<file path="config.mk">
export PLATFORM = sky130hd
export DESIGN_NAME = command_reply_activity_detector_top
export DESIGN_NICKNAME = d
export VERILOG_FILES = /design/src/hdl/crad_pkg.sv /design/src/hdl/crad_cfg.sv /design/src/hdl/crad_in_stage.sv /design/src/hdl/crad_tracker.sv /design/src/hdl/command_reply_activity_detector_top.sv
export VERILOG_INCLUDE_DIRS = /design/src /design/src/hdl
export SDC_FILE = /design/constraint.sdc
export NUM_CORES = 1
export LEC_CHECK = 0
export ABC_CLOCK_PERIOD_IN_PS = 17400
export BUFFER_PORTS_ARGS = -buffer_cell sky130_fd_sc_hd__buf_2
export CAP_MARGIN = 0
export CORE_AREA = 2 2 155 157
export CTS_CLUSTER_SIZE = 12
export DETAILED_ROUTE_END_ITERATION = 12
export DIE_AREA = 0 0 157 159
export PLACE_DENSITY_LB_ADDON = 0.2
export SLEW_MARGIN = 25
export SYNTH_ARGS = -nofsm -noshare
export SYNTH_HDL_FRONTEND = slang
export SYNTH_HIERARCHICAL = 1
export SYNTH_SLANG_ARGS = --single-unit
export TNS_END_PERCENT = 1
</file>
<file path="constraint.sdc">
create_clock -name clk -period 17.4 [get_ports clk]
set_clock_uncertainty 0.1 [all_clocks]
set_input_delay 3.48 -clock clk [delete_from_list [all_inputs] [get_ports clk]]
set_output_delay 3.48 -clock clk [all_outputs]
set_load 0.005 [all_outputs]
</file>
<file path="src/hdl/command_reply_activity_detector_top_defines.svh">
// Assertion macros for the command/reply activity detector
`ifndef COMMAND_REPLY_ACTIVITY_DETECTOR_TOP_DEFINES_SVH
`define COMMAND_REPLY_ACTIVITY_DETECTOR_TOP_DEFINES_SVH

// same-cycle implication, disabled in reset
`define CRAD_ASSERT_NOW(label, clk, rst_n, ante, cons, msg) \
    label: assert property (@(posedge clk) disable iff (!rst_n) (ante) |-> (cons)) \
        else $error(msg);

// next-cycle implication, disabled in reset
`define CRAD_ASSERT_NEXT(label, clk, rst_n, ante, cons, msg) \
    label: assert property (@(posedge clk) disable iff (!rst_n) (ante) |=> (cons)) \
        else $error(msg);

`endif

</file>
<file path="src/hdl/crad_pkg.sv">
// Package: types and constants of the command/reply activity detector
package crad_pkg;

    localparam int TIME_W  = 32;
    localparam int LEN_W   = 16;
    localparam int BYTES_W = 32;
    localparam int PKTS_W  = 16;
    localparam int CFG_IDX_W  = 3;
    localparam int CFG_DATA_W = 32;

    localparam logic [TIME_W-1:0]  MAX_INTERVAL_RESET = 32'd1000;
    localparam logic [BYTES_W-1:0] BYTES_MAX = '1;
    localparam logic [PKTS_W-1:0]  PKTS_MAX  = '1;

    typedef enum logic [CFG_IDX_W-1:0] {
        CFG_MAX_INTERVAL = 3'd0,
        CFG_MUST_WAIT    = 3'd1,
        CFG_MIN_BYTES    = 3'd2,
        CFG_MIN_FLIPS    = 3'd3
    } cfg_idx_t;

    typedef struct packed {
        logic [TIME_W-1:0]  max_interval_ms;
        logic               must_wait;
        logic [BYTES_W-1:0] min_bytes;
        logic [PKTS_W-1:0]  min_flips;
    } cfg_t;

    typedef struct packed {
        logic [TIME_W-1:0] timestamp_ms;
        logic              client_to_server;
        logic [LEN_W-1:0]  payload_length;
    } pkt_t;

endpackage

</file>
<file path="src/hdl/crad_cfg.sv">
// Configuration register file
module crad_cfg (
    input  logic                            clk,
    input  logic                            rst_n,
    input  logic                            cfg_we,
    input  logic [crad_pkg::CFG_IDX_W-1:0]  cfg_index,
    input  logic [crad_pkg::CFG_DATA_W-1:0] cfg_data,
    output crad_pkg::cfg_t                  cfg
);
    import crad_pkg::*;

    cfg_t cfg_reg;
    cfg_t cfg_next;

    always_comb
    begin
        cfg_next = cfg_reg;
        if (cfg_we)
        begin
            case (cfg_index)
                CFG_MAX_INTERVAL: cfg_next.max_interval_ms = cfg_data[TIME_W-1:0];
                CFG_MUST_WAIT:    cfg_next.must_wait       = cfg_data[0];
                CFG_MIN_BYTES:    cfg_next.min_bytes       = cfg_data[BYTES_W-1:0];
                CFG_MIN_FLIPS:    cfg_next.min_flips       = cfg_data[PKTS_W-1:0];
                default:          cfg_next = cfg_reg;
            endcase
        end
    end

    always_ff @(posedge clk or negedge rst_n)
    begin
        if (!rst_n)
        begin
            cfg_reg.max_interval_ms <= MAX_INTERVAL_RESET;
            cfg_reg.must_wait       <= 1'b0;
            cfg_reg.min_bytes       <= '0;
            cfg_reg.min_flips       <= '0;
        end
        else
        begin
            cfg_reg <= cfg_next;
        end
    end

    assign cfg = cfg_reg;

endmodule

</file>
<file path="src/hdl/crad_in_stage.sv">
// Input register stage: holds one accepted packet until it is processed
module crad_in_stage (
    input  logic           clk,
    input  logic           rst_n,
    input  logic           in_valid,
    output logic           in_ready,
    input  crad_pkg::pkt_t pkt,
    input  logic           advance,
    output logic           stage_valid,
    output crad_pkg::pkt_t stage_pkt
);
    import crad_pkg::*;

    logic valid_reg;
    logic valid_next;
    pkt_t pkt_reg;

    // a held item leaving this cycle frees the slot for the next one
    assign in_ready = !valid_reg || advance;

    always_comb
    begin
        valid_next = valid_reg;
        if (in_valid && in_ready)
            valid_next = 1'b1;
        else if (advance)
            valid_next = 1'b0;
    end

    always_ff @(posedge clk or negedge rst_n)
    begin
        if (!rst_n)
            valid_reg <= 1'b0;
        else
            valid_reg <= valid_next;
    end

    always_ff @(posedge clk)
    begin
        if (in_valid && in_ready)
            pkt_reg <= pkt;
    end

    assign stage_valid = valid_reg;
    assign stage_pkt   = pkt_reg;

endmodule

</file>
<file path="src/hdl/crad_tracker.sv">
// Flow state tracker: command open/close, reply counters and detection
module crad_tracker (
    input  logic           clk,
    input  logic           rst_n,
    input  logic           advance,
    input  crad_pkg::pkt_t pkt,
    input  crad_pkg::cfg_t cfg,
    output logic           detected_next
);
    import crad_pkg::*;

    logic [TIME_W-1:0]  prev_time_reg,    prev_time_next;
    logic               prev_dir_reg,     prev_dir_next;
    logic               req_open_reg,     req_open_next;
    logic               waited_reg,       waited_next;
    logic [BYTES_W-1:0] reply_bytes_reg,  reply_bytes_next;
    logic [PKTS_W-1:0]  reply_pkts_reg,   reply_pkts_next;

    logic [TIME_W-1:0]  gap;
    logic               has_data;
    logic               open_cmd;
    logic [BYTES_W:0]   bytes_sum;

    assign gap       = pkt.timestamp_ms - prev_time_reg;
    assign has_data  = pkt.payload_length != '0;
    assign open_cmd  = pkt.client_to_server && has_data;
    assign bytes_sum = {1'b0, reply_bytes_reg} + {{(BYTES_W + 1 - LEN_W){1'b0}}, pkt.payload_length};

    always_comb
    begin
        prev_time_next   = pkt.timestamp_ms;
        prev_dir_next    = pkt.client_to_server;
        req_open_next    = req_open_reg;
        waited_next      = waited_reg;
        reply_bytes_next = reply_bytes_reg;
        reply_pkts_next  = reply_pkts_reg;

        if (req_open_reg)
        begin
            if (open_cmd || gap >= cfg.max_interval_ms)
            begin
                req_open_next = 1'b0;
            end
            else if (!pkt.client_to_server)
            begin
                // empty server packet right after the command, before any reply
                if (prev_dir_reg && !has_data && reply_bytes_reg == '0)
                begin
                    waited_next = 1'b1;
                end
                else
                begin
                    reply_bytes_next = bytes_sum[BYTES_W] ? BYTES_MAX : bytes_sum[BYTES_W-1:0];
                    if (reply_pkts_reg != PKTS_MAX)
                        reply_pkts_next = reply_pkts_reg + 1'b1;
                end
            end
        end

        if (!req_open_next && open_cmd)
        begin
            req_open_next    = 1'b1;
            waited_next      = 1'b0;
            reply_bytes_next = '0;
            reply_pkts_next  = '0;
        end

        detected_next = (waited_next || !cfg.must_wait) &&
                        reply_bytes_next >= cfg.min_bytes &&
                        reply_pkts_next >= cfg.min_flips;
    end

    always_ff @(posedge clk or negedge rst_n)
    begin
        if (!rst_n)
        begin
            prev_time_reg   <= '0;
            prev_dir_reg    <= 1'b0;
            req_open_reg    <= 1'b0;
            waited_reg      <= 1'b0;
            reply_bytes_reg <= '0;
            reply_pkts_reg  <= '0;
        end
        else if (advance)
        begin
            prev_time_reg   <= prev_time_next;
            prev_dir_reg    <= prev_dir_next;
            req_open_reg    <= req_open_next;
            waited_reg      <= waited_next;
            reply_bytes_reg <= reply_bytes_next;
            reply_pkts_reg  <= reply_pkts_next;
        end
    end

endmodule

</file>
<file path="src/hdl/command_reply_activity_detector_top.sv">
// Top level of the command/reply activity detector
//
//  channel  | handshake            | payload
//  ---------+----------------------+-------------------------------------------------
//  in       | in_valid / in_ready  | timestamp_ms, client_to_server, payload_length
//  out      | out_valid / out_ready| detected
//  cfg      | cfg_we               | cfg_index, cfg_data
//
// One item per cycle sustained while out_ready is high; an item reaches out_valid
// through the input register, then the state update into the result register.
// Reset is async, active low; control state clears at once, no clearing pass.
// A held result stalls the tracker; the input register still takes one more item.
module command_reply_activity_detector_top (
    input  logic                            clk,
    input  logic                            rst_n,
    input  logic                            in_valid,
    output logic                            in_ready,
    input  logic [crad_pkg::TIME_W-1:0]     timestamp_ms,
    input  logic                            client_to_server,
    input  logic [crad_pkg::LEN_W-1:0]      payload_length,
    output logic                            out_valid,
    input  logic                            out_ready,
    output logic                            detected,
    input  logic                            cfg_we,
    input  logic [crad_pkg::CFG_IDX_W-1:0]  cfg_index,
    input  logic [crad_pkg::CFG_DATA_W-1:0] cfg_data
);
    import crad_pkg::*;

`include "command_reply_activity_detector_top_defines.svh"

    cfg_t cfg;
    pkt_t in_pkt;
    pkt_t stage_pkt;
    logic stage_valid;
    logic advance;
    logic detected_next;
    logic out_valid_reg;
    logic out_valid_next;
    logic detected_reg;

    assign in_pkt.timestamp_ms     = timestamp_ms;
    assign in_pkt.client_to_server = client_to_server;
    assign in_pkt.payload_length   = payload_length;

    crad_cfg u_cfg (
        .clk       (clk),
        .rst_n     (rst_n),
        .cfg_we    (cfg_we),
        .cfg_index (cfg_index),
        .cfg_data  (cfg_data),
        .cfg       (cfg)
    );

    crad_in_stage u_in_stage (
        .clk         (clk),
        .rst_n       (rst_n),
        .in_valid    (in_valid),
        .in_ready    (in_ready),
        .pkt         (in_pkt),
        .advance     (advance),
        .stage_valid (stage_valid),
        .stage_pkt   (stage_pkt)
    );

    // the held item moves on when the result register is free or being emptied
    assign advance = stage_valid && (!out_valid_reg || out_ready);

    crad_tracker u_tracker (
        .clk           (clk),
        .rst_n         (rst_n),
        .advance       (advance),
        .pkt           (stage_pkt),
        .cfg           (cfg),
        .detected_next (detected_next)
    );

    always_comb
    begin
        out_valid_next = out_valid_reg;
        if (advance)
            out_valid_next = 1'b1;
        else if (out_ready)
            out_valid_next = 1'b0;
    end

    always_ff @(posedge clk or negedge rst_n)
    begin
        if (!rst_n)
            out_valid_reg <= 1'b0;
        else
            out_valid_reg <= out_valid_next;
    end

    always_ff @(posedge clk)
    begin
        if (advance)
            detected_reg <= detected_next;
    end

    assign out_valid = out_valid_reg;
    assign detected  = detected_reg;

    `CRAD_ASSERT_NEXT(a_no_phantom_result, clk, rst_n, !out_valid && !advance, !out_valid, "result appeared without an item")
    `CRAD_ASSERT_NEXT(a_held_item_kept, clk, rst_n, stage_valid && !advance, stage_valid, "held item lost")
    `CRAD_ASSERT_NEXT(a_no_threshold_detects, clk, rst_n, advance && !cfg.must_wait && cfg.min_bytes == '0 && cfg.min_flips == '0, detected, "zero thresholds must detect")

endmodule

</file>
==> results.ini, run 1 <==
[finish]
area_growth_pct = 11.32
n_antenna_cell = 0
layout.area.seq_um2 = 5663
fillers = 1879
nets = 1698
final_common_cell = dfrtp_1
finalNonFillerCells = 1817
drive_gt1_share_pct = 16.62
largest_reg_flops = 81
most-common-layout-cells = dfrtp_1, inv_1, ha_1
multiInputGateArea_um2 = 7336

[sta]
tightest_slew_ps = 951.6
fmaxAchievable_ghz = 0.1215
period_needed_ps = 8229
timing.hold.ws_ps = 376.8
final_hold_viol_count = 0
setup_viol = 0
fin_tns_setup_ps = 0
relSlewSlack_pct = 36.33
rsz0062_at_grt = no
min_period_over_period_pct = 47.29
slew_viol_final = 0

[placement]
dp_cells = 1771
portBuffers = 91
routabilityCongestion = 0.9345
dpl.hpwl_mm = 23.40

[yosys]
synth-async-reset-ratio_pct = 76.85
synth_cell_type_count = 77
yosys_warnings = 6
netlist_instances = 1408
synth_area_um2 = 13770
synth_top_flop_cell = dfrtp_1
ys_seq_area_share_pct = 41.13
synth-seq-cells = 216
syn_nets = 1627
synth_edf_count = 50
syn_area_per_cell_um2 = 9.778

[global_route]
track_usage_pct = 26.82
grt_pass1_vias = 10900
grt_overflow = 0
grt_start_max_net_pins = 95
antenna_found_initial = 0
grt_pass1_wl_mm = 54.54

[min_path]
hp-class = reg -> reg
hold_depth = 2

[clocking]
htree_levels = 1
path_clk_slew_ps = 60
cts_tree = done
worstSkewPairLatency_ps = 530
root_buffer = clkbuf_16
cts_buffers = 25
ctsHoldBuffers = 0
cts.sinks = 216
cts.path.max_buffers = 3
post_cts.resized_instances = 0
cts_setup_buffers = 0

[drt]
drt-vias-per-instance = 6.054
vias = 11000
route.detailed.drc = 0
ant_nets = 0
avgRoutedWirePerCell_um = 18.10
totalWireLength_mm = 32.88
drt_first_pass_iters = 5
drtIter0Drc = 830

[worst_setup_path]
cpPeakStageDelay_ps = 620
setup.worst_path.class = reg -> reg
critPathSlowestCell = or4_1
crit_path_end_kind = flop
worst_ep_required_time_ps = 17570
crit_path_start_kind = flop
reg2reg_depth = 28
cp_max_fo = 15
arrival_ps = 8390

[floorplanning]
dieArea_um2 = 24960
die_h_um = 159
initial_core_util_pct = 59.36
coreArea_um2 = 23190
num_rows = 56
die_x_um = 157
io_pins = 92

[outcome]
status = completed

[power_and_ir_drop]
max-vdd-ir-drop_mv = 0.08426
leakage_nw = 7.023
power.density_nw_per_um2 = 113.6

[flow_run]
maxCapViolations = 0

## final timing paths
| check | slack, ps | from | to |
|---|---|---|---|
| max | 9170 | u_in_stage/stage_pkt[27] | detected |
| min | 380 | u_tracker/req_open_reg | u_tracker/req_open_reg |
| max reg2reg | 9170 | u_in_stage/stage_pkt[27] | detected |
| min reg2reg | 380 | u_tracker/req_open_reg | u_tracker/req_open_reg |
| max in group asynchronous | 13030 | rst_n | u_tracker/reply_bytes_reg[16] |
| min in group asynchronous | 2960 | rst_n | out_valid |
## worst max-delay path: cells and delay by family (launching register included)
family,cells,cell delay [ps]
fa+ha+maj,3,1010
buf+inv,1,200
simple gates,10,2380
flops,1,390
compound gates,14,3880
## cells by family after synthesis
kind of cell / count (synthesis) / synth area share (%)
multiplexers: 86 / 7.025
AO/OA/AOI/OAI: 348 / 16.94
buffers and inverters: 195 / 5.744
adder cells (fa/ha/maj): 130 / 11.92
XOR/XNOR: 42 / 2.672
AND/OR/NAND/NOR: 391 / 14.56
flip-flops: 216 / 41.13
## layer usage
metal	GRT usage (%)	part of all wire (%)	vias up
met5	0	0	-
met4	6.922	1.9	0
met3	3.484	6.5	61
met2	43.78	47	346
met1	37.90	45	5316
li1	-	-	5277
## area by class of cell
class	instances	share of cell area, %
Clock inverter	10	0.8246
Multi-Input combinational cell	997	47.87
Tap cell	319	2.604
Inverter	137	3.355
Timing Repair Buffer	102	3.576
Clock buffer	36	4.825
Sequential cell	216	36.95
## power breakdown
part / internal (W) / switching [W]
Combinational: 0.000238 / 0.000305
Sequential: 0.000599 / 0.0000489
Clock: 0.000339 / 0.000212
## synth_stat cells, types with 7 or more instances
master | count | area, µm²
nand2_1 | 95 | 356.6
edfxtp_1 | 50 | 1501
xor2_1 | 11 | 96.34
and3_1 | 21 | 131.4
nor2_1 | 82 | 307.8
nor4_1 | 19 | 118.9
nand3_1 | 30 | 150.1
xnor2_1 | 31 | 271.5
a31oi_1 | 23 | 143.9
a21oi_1 | 81 | 405.4
a22o_1 | 17 | 148.9
or4_1 | 10 | 75.07
a311oi_1 | 10 | 87.58
clkbuf_1 | 42 | 157.7
nand4_1 | 21 | 131.4
mux2_2 | 78 | 878.3
o21a_1 | 15 | 112.6
buf_2 | 8 | 40.04
mux2_1 | 7 | 78.83
nor3_1 | 41 | 205.2
and2_1 | 12 | 75.07
a211oi_1 | 14 | 105.1
a21o_1 | 34 | 255.2
dfrtp_1 | 160 | 4004
or3_1 | 12 | 75.07
ha_1 | 128 | 1602
nor2b_1 | 9 | 56.30
nand2b_1 | 16 | 100.1
o21ai_0 | 76 | 380.4
inv_1 | 137 | 514.2
o31ai_1 | 8 | 60.06
## metrics by stage
stage	utilization, %	instance area (µm²)	power (W)	setup WS (ps)
final	66.08	15330	0.001741	9171
after global routing	66.08	15330	0.001853	8668
after CTS	66.06	15320	0.001747	9352
after detailed placement	62.32	14450	0.001189	9423
after global placement	62.31	14450	0.001167	9537
after floorplan	-	13770	0.001047	9894
No activity file was read; power rests on OpenSTA's default activity.
==> inputs of run 2 (changes only) <==
ABC_CLOCK_PERIOD_IN_PS = 6650   (was 17400)
CORE_AREA = 2 2 160 162   (was 2 2 155 157)
DIE_AREA = 0 0 162 164   (was 0 0 157 159)
clock period = 6.65 ns   (was 17.4 ns; I/O delays follow)
==> run 2 against run 1 <==
Against the previous run: the run now ends with setup timing left; sequential share of layout area is 2.4 points lower; design area grew 7.1%; routed wire length rose by 8.2%; die area increased by 6.4%; clock power is 140% higher; non-clock buffer count rose by 101; flip-flop and latch count stayed put; first-iteration DRC count up 4.1%; worst hold slack better by 14 ps; register-to-register slack got worse by 9500 ps; highest routed layer is now met5; sequential power increased to 2.6 times the previous value.
==> results.ini, run 2 (same netlist as run 1, synthesis figures left out) <==
[worst_setup_path]
worst_ep_required_time_ps = 6900  ; was 17,570 ps
cpMostUsedCell = buf_4
crit_path_end_kind = flop  ; unchanged
reg2reg_depth = 29  ; was 28
cpPeakStageDelay_ps = 530  ; was 620 ps
critPathSlowestCell = or4_1  ; unchanged
arrival_ps = 7200  ; was 8390 ps
reg2reg_from = u_in_stage/stage_pkt[29]  ; was u_in_stage/stage_pkt[27]
crit_path_start_kind = flop  ; unchanged
cp_max_fo = 5  ; was 15
rr_endpoint = detected  ; unchanged
ff2ff_setup_slack_ps = -300  ; was 9170 ps
setup.worst_path.class = reg -> reg  ; unchanged

[finish]
final_common_cell = dfrtp_1  ; unchanged
most-common-layout-cells = dfrtp_1, inv_1, ha_1  ; unchanged
drive_gt1_share_pct = 25.20  ; was 16.62%
final_cell_area_um2 = 16410  ; was 15,330 µm²
fillers = 1996  ; was 1,879
area_growth_pct = 19.19  ; was 11.32%
n_antenna_cell = 0  ; unchanged
largest_reg_flops = 81  ; unchanged
nets = 1799  ; was 1,698

[global_route]
track_usage_pct = 26.93  ; was 26.82%
grt_overflow = 0  ; unchanged
grt_start_max_net_pins = 71  ; was 95
grt_pass1_wl_mm = 57.62  ; was 54.54 mm
grt_pass1_vias = 11384  ; was 10,900
antenna_found_initial = 1  ; was 0

[outcome]
status = finished, violations left  ; was completed
violations = setup timing

[sta]
relSlewSlack_pct = 30.13  ; was 36.33%
fmaxAchievable_ghz = 0.1439  ; was 0.1215 GHz
setup_viol = 1  ; was 0
period_needed_ps = 6950  ; was 8229 ps
final_hold_viol_count = 0  ; unchanged
rsz0062_at_grt = yes  ; was no
min_period_over_period_pct = 104.5  ; was 47.29%
slew_viol_final = 0  ; unchanged
timing.final.ws_setup_ps = -299.6  ; was 9171 ps
tightest_slew_ps = 1044  ; was 951.6 ps

[drt]
drt_first_pass_iters = 5  ; unchanged
route.detailed.drc = 0  ; unchanged
drtIter0Drc = 864  ; was 830
avgRoutedWirePerCell_um = 18.45  ; was 18.10 µm
totalWireLength_mm = 35.59  ; was 32.88 mm
vias = 11507  ; was 11,000
ant_nets = 0  ; unchanged
drt-vias-per-instance = 5.965  ; was 6.054

[power_and_ir_drop]
power.density_nw_per_um2 = 288.5  ; was 113.6 nW/µm²
total_power_w = 0.004734  ; was 0.001741 W
max-vdd-ir-drop_mv = 0.2591  ; was 0.08426 mV
leakage_nw = 7.565  ; was 7.023 nW

[clocking]
root_buffer = clkbuf_16  ; unchanged
cts.path.max_buffers = 3  ; unchanged
path_clk_slew_ps = 60  ; about the same
worstSkewPairLatency_ps = 530  ; about the same
cts_buffers = 25  ; unchanged
cts_tree = done  ; unchanged
ctsHoldBuffers = 0  ; unchanged
htree_levels = 1  ; unchanged
cts.sinks = 216  ; unchanged

[min_path]
hold_depth = 1  ; was 2
hp-class = reg -> reg  ; unchanged
hp-start = u_cfg/cfg[21]  ; was u_tracker/req_open_reg
hold_end = u_cfg/cfg[21]  ; was u_tracker/req_open_reg

[placement]
placed_area_um2 = 15110  ; was 14,450 µm²
portBuffers = 91  ; unchanged
routabilityCongestion = 0.9190  ; was 0.9345
dpl.hpwl_mm = 25.35  ; was 23.40 mm

[floorplanning]
initial_core_util_pct = 55.47  ; was 59.36%
dieArea_um2 = 26570  ; was 24,960 µm²
die_h_um = 164  ; was 159 µm
coreArea_um2 = 24820  ; was 23,190 µm²
io_pins = 92  ; unchanged
die_x_um = 162  ; was 157 µm
num_rows = 58  ; was 56

[flow_run]
maxCapViolations = 0  ; unchanged

-- run 2: cell type report --
type	count	area [µm²]	share of cell area (%)
tap	330	412.9	2.516
clock inverter	11	87.58	0.5338
inverter	137	514.2	3.134
clock buffer	35	703.2	4.286
timing repair buffer	203	1349	8.220
multi-input combinational	997	7679	46.80
sequential	216	5663	34.51
-- run 2: routing by layer --
metal	wire, µm	up-vias	global-route usage, %
met5	7	-	0
met4	907	2	8.206
met3	2515	63	5.227
met2	16800	364	45.07
met1	15360	5599	35.58
li1	-	5479	-
-- run 2: what timing repair did --
item                                    in CTS  in global routing
pin swaps                                   53                 16
endpoints found under the setup margin       1                  1
gates resized for setup                     57                 20
setup buffers                               15                  5
-- run 2: worst max-delay path: cells and delay by family (launching register included) --
family,cells,cell delay (ps)
adders and majority gates,3,820
AOI/OAI and AO/OA,11,2430
buffers and inverters,5,840
and+or+nand+nor,10,2110
DFF,1,440
-- run 2: stage by stage --
step | std cells | TNS, ps | utilization, % | hold slack, ps | setup WS [ps]
finish | 1929 | -299.6 | 66.11 | 390.7 | -299.6
floorplan | 1408 | 0 | - | 347.6 | 5.144
detailed placement | 1864 | -732.2 | 60.90 | 380.6 | -732.2
global placement | 1864 | -417.3 | 60.88 | 360.6 | -417.3
CTS | 1924 | -89.36 | 65.54 | 396.2 | -89.36
global route | 1929 | -532.9 | 66.11 | 400.0 | -532.9
-- run 2: worst max path at each step --
stage / from / endpoint / slack [ps]
floorplan: u_in_stage/stage_pkt[29] / detected / 5
global placement: u_in_stage/stage_pkt[27] / detected / -420
detailed placement: u_in_stage/stage_pkt[29] / detected / -730
CTS: u_in_stage/stage_pkt[30] / detected / -90
global route: u_in_stage/stage_pkt[29] / detected / -530
finish: u_in_stage/stage_pkt[29] / detected / -300
-- run 2: where the power goes --
group / total, W / switching, W / internal (W)
clock: 0.00133 / 0.000554 / 0.000776
sequential: 0.00170 / 0.000130 / 0.00157
combinational: 0.00171 / 0.000915 / 0.000793
==> inputs of run 3 (changes only) <==
BUFFER_PORTS_ARGS = -buffer_cell sky130_fd_sc_hd__buf_4   (was -buffer_cell sky130_fd_sc_hd__buf_2)
MAX_ROUTING_LAYER = met4   (was not set)
==> run 3 against run 2 <==
Against the previous run: the run still ends with setup timing left; largest cell class unchanged; sequential power about the same; via count shrank 1.2%; combinational power about the same; critical path depth grew 3; worst hold slack better by 2.3 ps; highest routed layer is now met4; routed wire length down 0.18%; first-iteration DRC count increased by 15%; core utilization grew 0.98 points.
==> results.ini, run 3 (same netlist as run 1, synthesis figures left out) <==
[finish]
largest_reg_flops = 81  ; unchanged
final_cell_area_um2 = 16650  ; was 16,410 µm²
most-common-layout-cells = buf_4, dfrtp_1, inv_1  ; was dfrtp_1, inv_1, ha_1
n_antenna_cell = 0  ; unchanged
area_growth_pct = 20.96  ; was 19.19%
drive_gt1_share_pct = 24.59  ; was 25.20%
final_common_cell = buf_4  ; was dfrtp_1
finalNonFillerCells = 1920  ; was 1,929
nets = 1789  ; was 1,799
postLayoutCoreUtil_pct = 67.10  ; was 66.11%

[placement]
portBuffers = 91  ; unchanged
dpl.hpwl_mm = 25.22  ; was 25.35 mm
dp_cells = 1857  ; was 1,864
routabilityCongestion = 0.9223  ; was 0.9190
placed_area_um2 = 15290  ; was 15,110 µm²

[drt]
drt-vias-per-instance = 5.920  ; was 5.965
route.detailed.drc = 0  ; unchanged
totalWireLength_mm = 35.53  ; was 35.59 mm
drt_first_pass_iters = 7  ; was 5
drtIter0Drc = 990  ; was 864
vias = 11366  ; was 11,507
avgRoutedWirePerCell_um = 18.50  ; was 18.45 µm
ant_nets = 0  ; unchanged

[power_and_ir_drop]
switchingPower_w = 0.001597  ; was 0.001598 W
switching_share_pct = 32.78  ; was 33.76%
power.density_nw_per_um2 = 292.5  ; was 288.5 nW/µm²
seqPwrFrac_pct = 34.9  ; was 35.8%
leakage_nw = 7.617  ; was 7.565 nW
max-vdd-ir-drop_mv = 0.2455  ; was 0.2591 mV
total_power_w = 0.004870  ; was 0.004734 W
p_int_w = 0.003274  ; was 0.003136 W
power_frac_comb_pct = 34.8  ; was 36.1%
clockPowerShare_pct = 30.3  ; was 28.1%

[floorplanning]
coreArea_um2 = 24820  ; unchanged
io_pins = 92  ; unchanged
die_h_um = 164  ; unchanged
initial_core_util_pct = 55.47  ; unchanged
dieArea_um2 = 26570  ; unchanged
die_x_um = 162  ; unchanged
num_rows = 58  ; unchanged

[sta]
timing.final.ws_setup_ps = -354.7  ; was -299.6 ps
fmaxAchievable_ghz = 0.1428  ; was 0.1439 GHz
slew_viol_final = 0  ; unchanged
min_period_over_period_pct = 105.3  ; was 104.5%
tightest_slew_ps = 1044  ; about the same
timing.hold.ws_ps = 393.1  ; was 390.7 ps
relSlewSlack_pct = 30.13  ; about the same
final_hold_viol_count = 0  ; unchanged
rsz0062_at_grt = yes  ; unchanged
setup_viol = 1  ; unchanged
period_needed_ps = 7005  ; was 6950 ps

[global_route]
grt_overflow = 0  ; unchanged
track_usage_pct = 27.58  ; was 26.93%
grt_pass1_wl_mm = 57.28  ; was 57.62 mm
antenna_found_initial = 0  ; was 1
grt_pass1_vias = 11227  ; was 11,384
grt_start_max_net_pins = 81  ; was 71

[clocking]
cts_buffers = 26  ; was 25
cts_tree = done  ; unchanged
ctsHoldBuffers = 0  ; unchanged
worstSkewPairLatency_ps = 530  ; about the same
cts.sinks = 216  ; unchanged
path_clk_slew_ps = 60  ; about the same
htree_levels = 1  ; unchanged
cts.path.max_buffers = 3  ; unchanged
root_buffer = clkbuf_16  ; unchanged

[worst_setup_path]
critical_path.top_delay_family = compound AO/OA/AOI/OAI gates  ; unchanged
worst_ep_required_time_ps = 6830  ; was 6900 ps
cp_max_fo = 4  ; was 5
cpPeakStageDelay_ps = 460  ; was 530 ps
crit_path_end_kind = flop  ; unchanged
crit_start = u_tracker/prev_time_reg[10]  ; was u_in_stage/stage_pkt[29]
critPathSlowestCell = a2111o_1  ; was or4_1
reg2reg_from = u_tracker/prev_time_reg[10]  ; was u_in_stage/stage_pkt[29]
crit_buf_inv = 6  ; was 5
crit_path_start_kind = flop  ; unchanged
setup.worst_path.class = reg -> reg  ; unchanged
cpMostUsedCell = buf_4  ; unchanged
arrival_ps = 7180  ; was 7200 ps

[outcome]
violations = setup timing  ; unchanged
status = finished, violations left  ; unchanged

[flow_run]
maxCapViolations = 0  ; unchanged

[min_path]
hp-class = reg -> reg  ; unchanged
hp-start = u_cfg/cfg[22]  ; was u_cfg/cfg[21]

[run 3: changes by cell type in the layout (fill, tap and decap cells not counted), moves of 7 or more]
| cell | previous run | this run |
|---|---|---|
| a21oi_1 | 66 | 73 |
| buf_2 | 90 | 0 |
| a21oi_2 | 15 | 8 |
| buf_4 | 103 | 183 |
[run 3: final timing paths]
check / slack, ps / cells after the start / to
setup reg to reg: -350 / 32 / detected
setup / recovery: -350 / 32 / detected
max in group asynchronous: 4930 / 2 / u_tracker/prev_time_reg[6]
hold reg to reg: 390 / 1 / u_cfg/cfg[22]
min in group asynchronous: 520 / 1 / u_tracker/reply_bytes_reg[27]
hold / removal: 390 / 1 / u_cfg/cfg[22]
[run 3: repair_timing]
action / 4_1_cts / 5_1_grt
endpoints found under the hold margin: 0 / 0
resized for setup: 54 / 17
buffers inserted: 9 / 6
endpoints found under the setup margin: 1 / 1
pin swaps: 51 / 22
[run 3: layout make-up]
type                    instances  area (µm²)
clock inverters                11       128.9
fillers                      1973        8167
well taps                     330       412.9
multi-input cells             997        7674
flip-flops and latches        216        5663
clock buffers                  37       763.2
repair buffers                192        1496
inverters                     137       514.2
[run 3: stage by stage]
step                setup slack, ps  setup TNS (ps)
floorplan                     5.144               0
global placement             -512.1          -512.1
detailed placement           -846.4          -846.4
CTS                          -163.8          -163.8
global route                 -608.0          -608.0
finish                       -354.7          -354.7
[run 3: per-layer routing]
layer	vias up	GRT usage (%)	routed length [µm]
met3	68	3.965	1942
met1	5468	36.59	15750
met5	-	-	0
met4	0	8.890	1116
li1	5462	-	-
met2	368	44.02	16720
[run 3: power by group through the flow]
stage / registers [W] / clock network (W) / logic (W)
after floorplan: 0.00167 / 0 / 0.00107
after global placement: 0.00171 / 0 / 0.00150
after detailed placement: 0.00172 / 0 / 0.00154
after CTS: 0.00170 / 0.00151 / 0.00164
after global routing: 0.00172 / 0.00156 / 0.00188
final: 0.00170 / 0.00147 / 0.00170
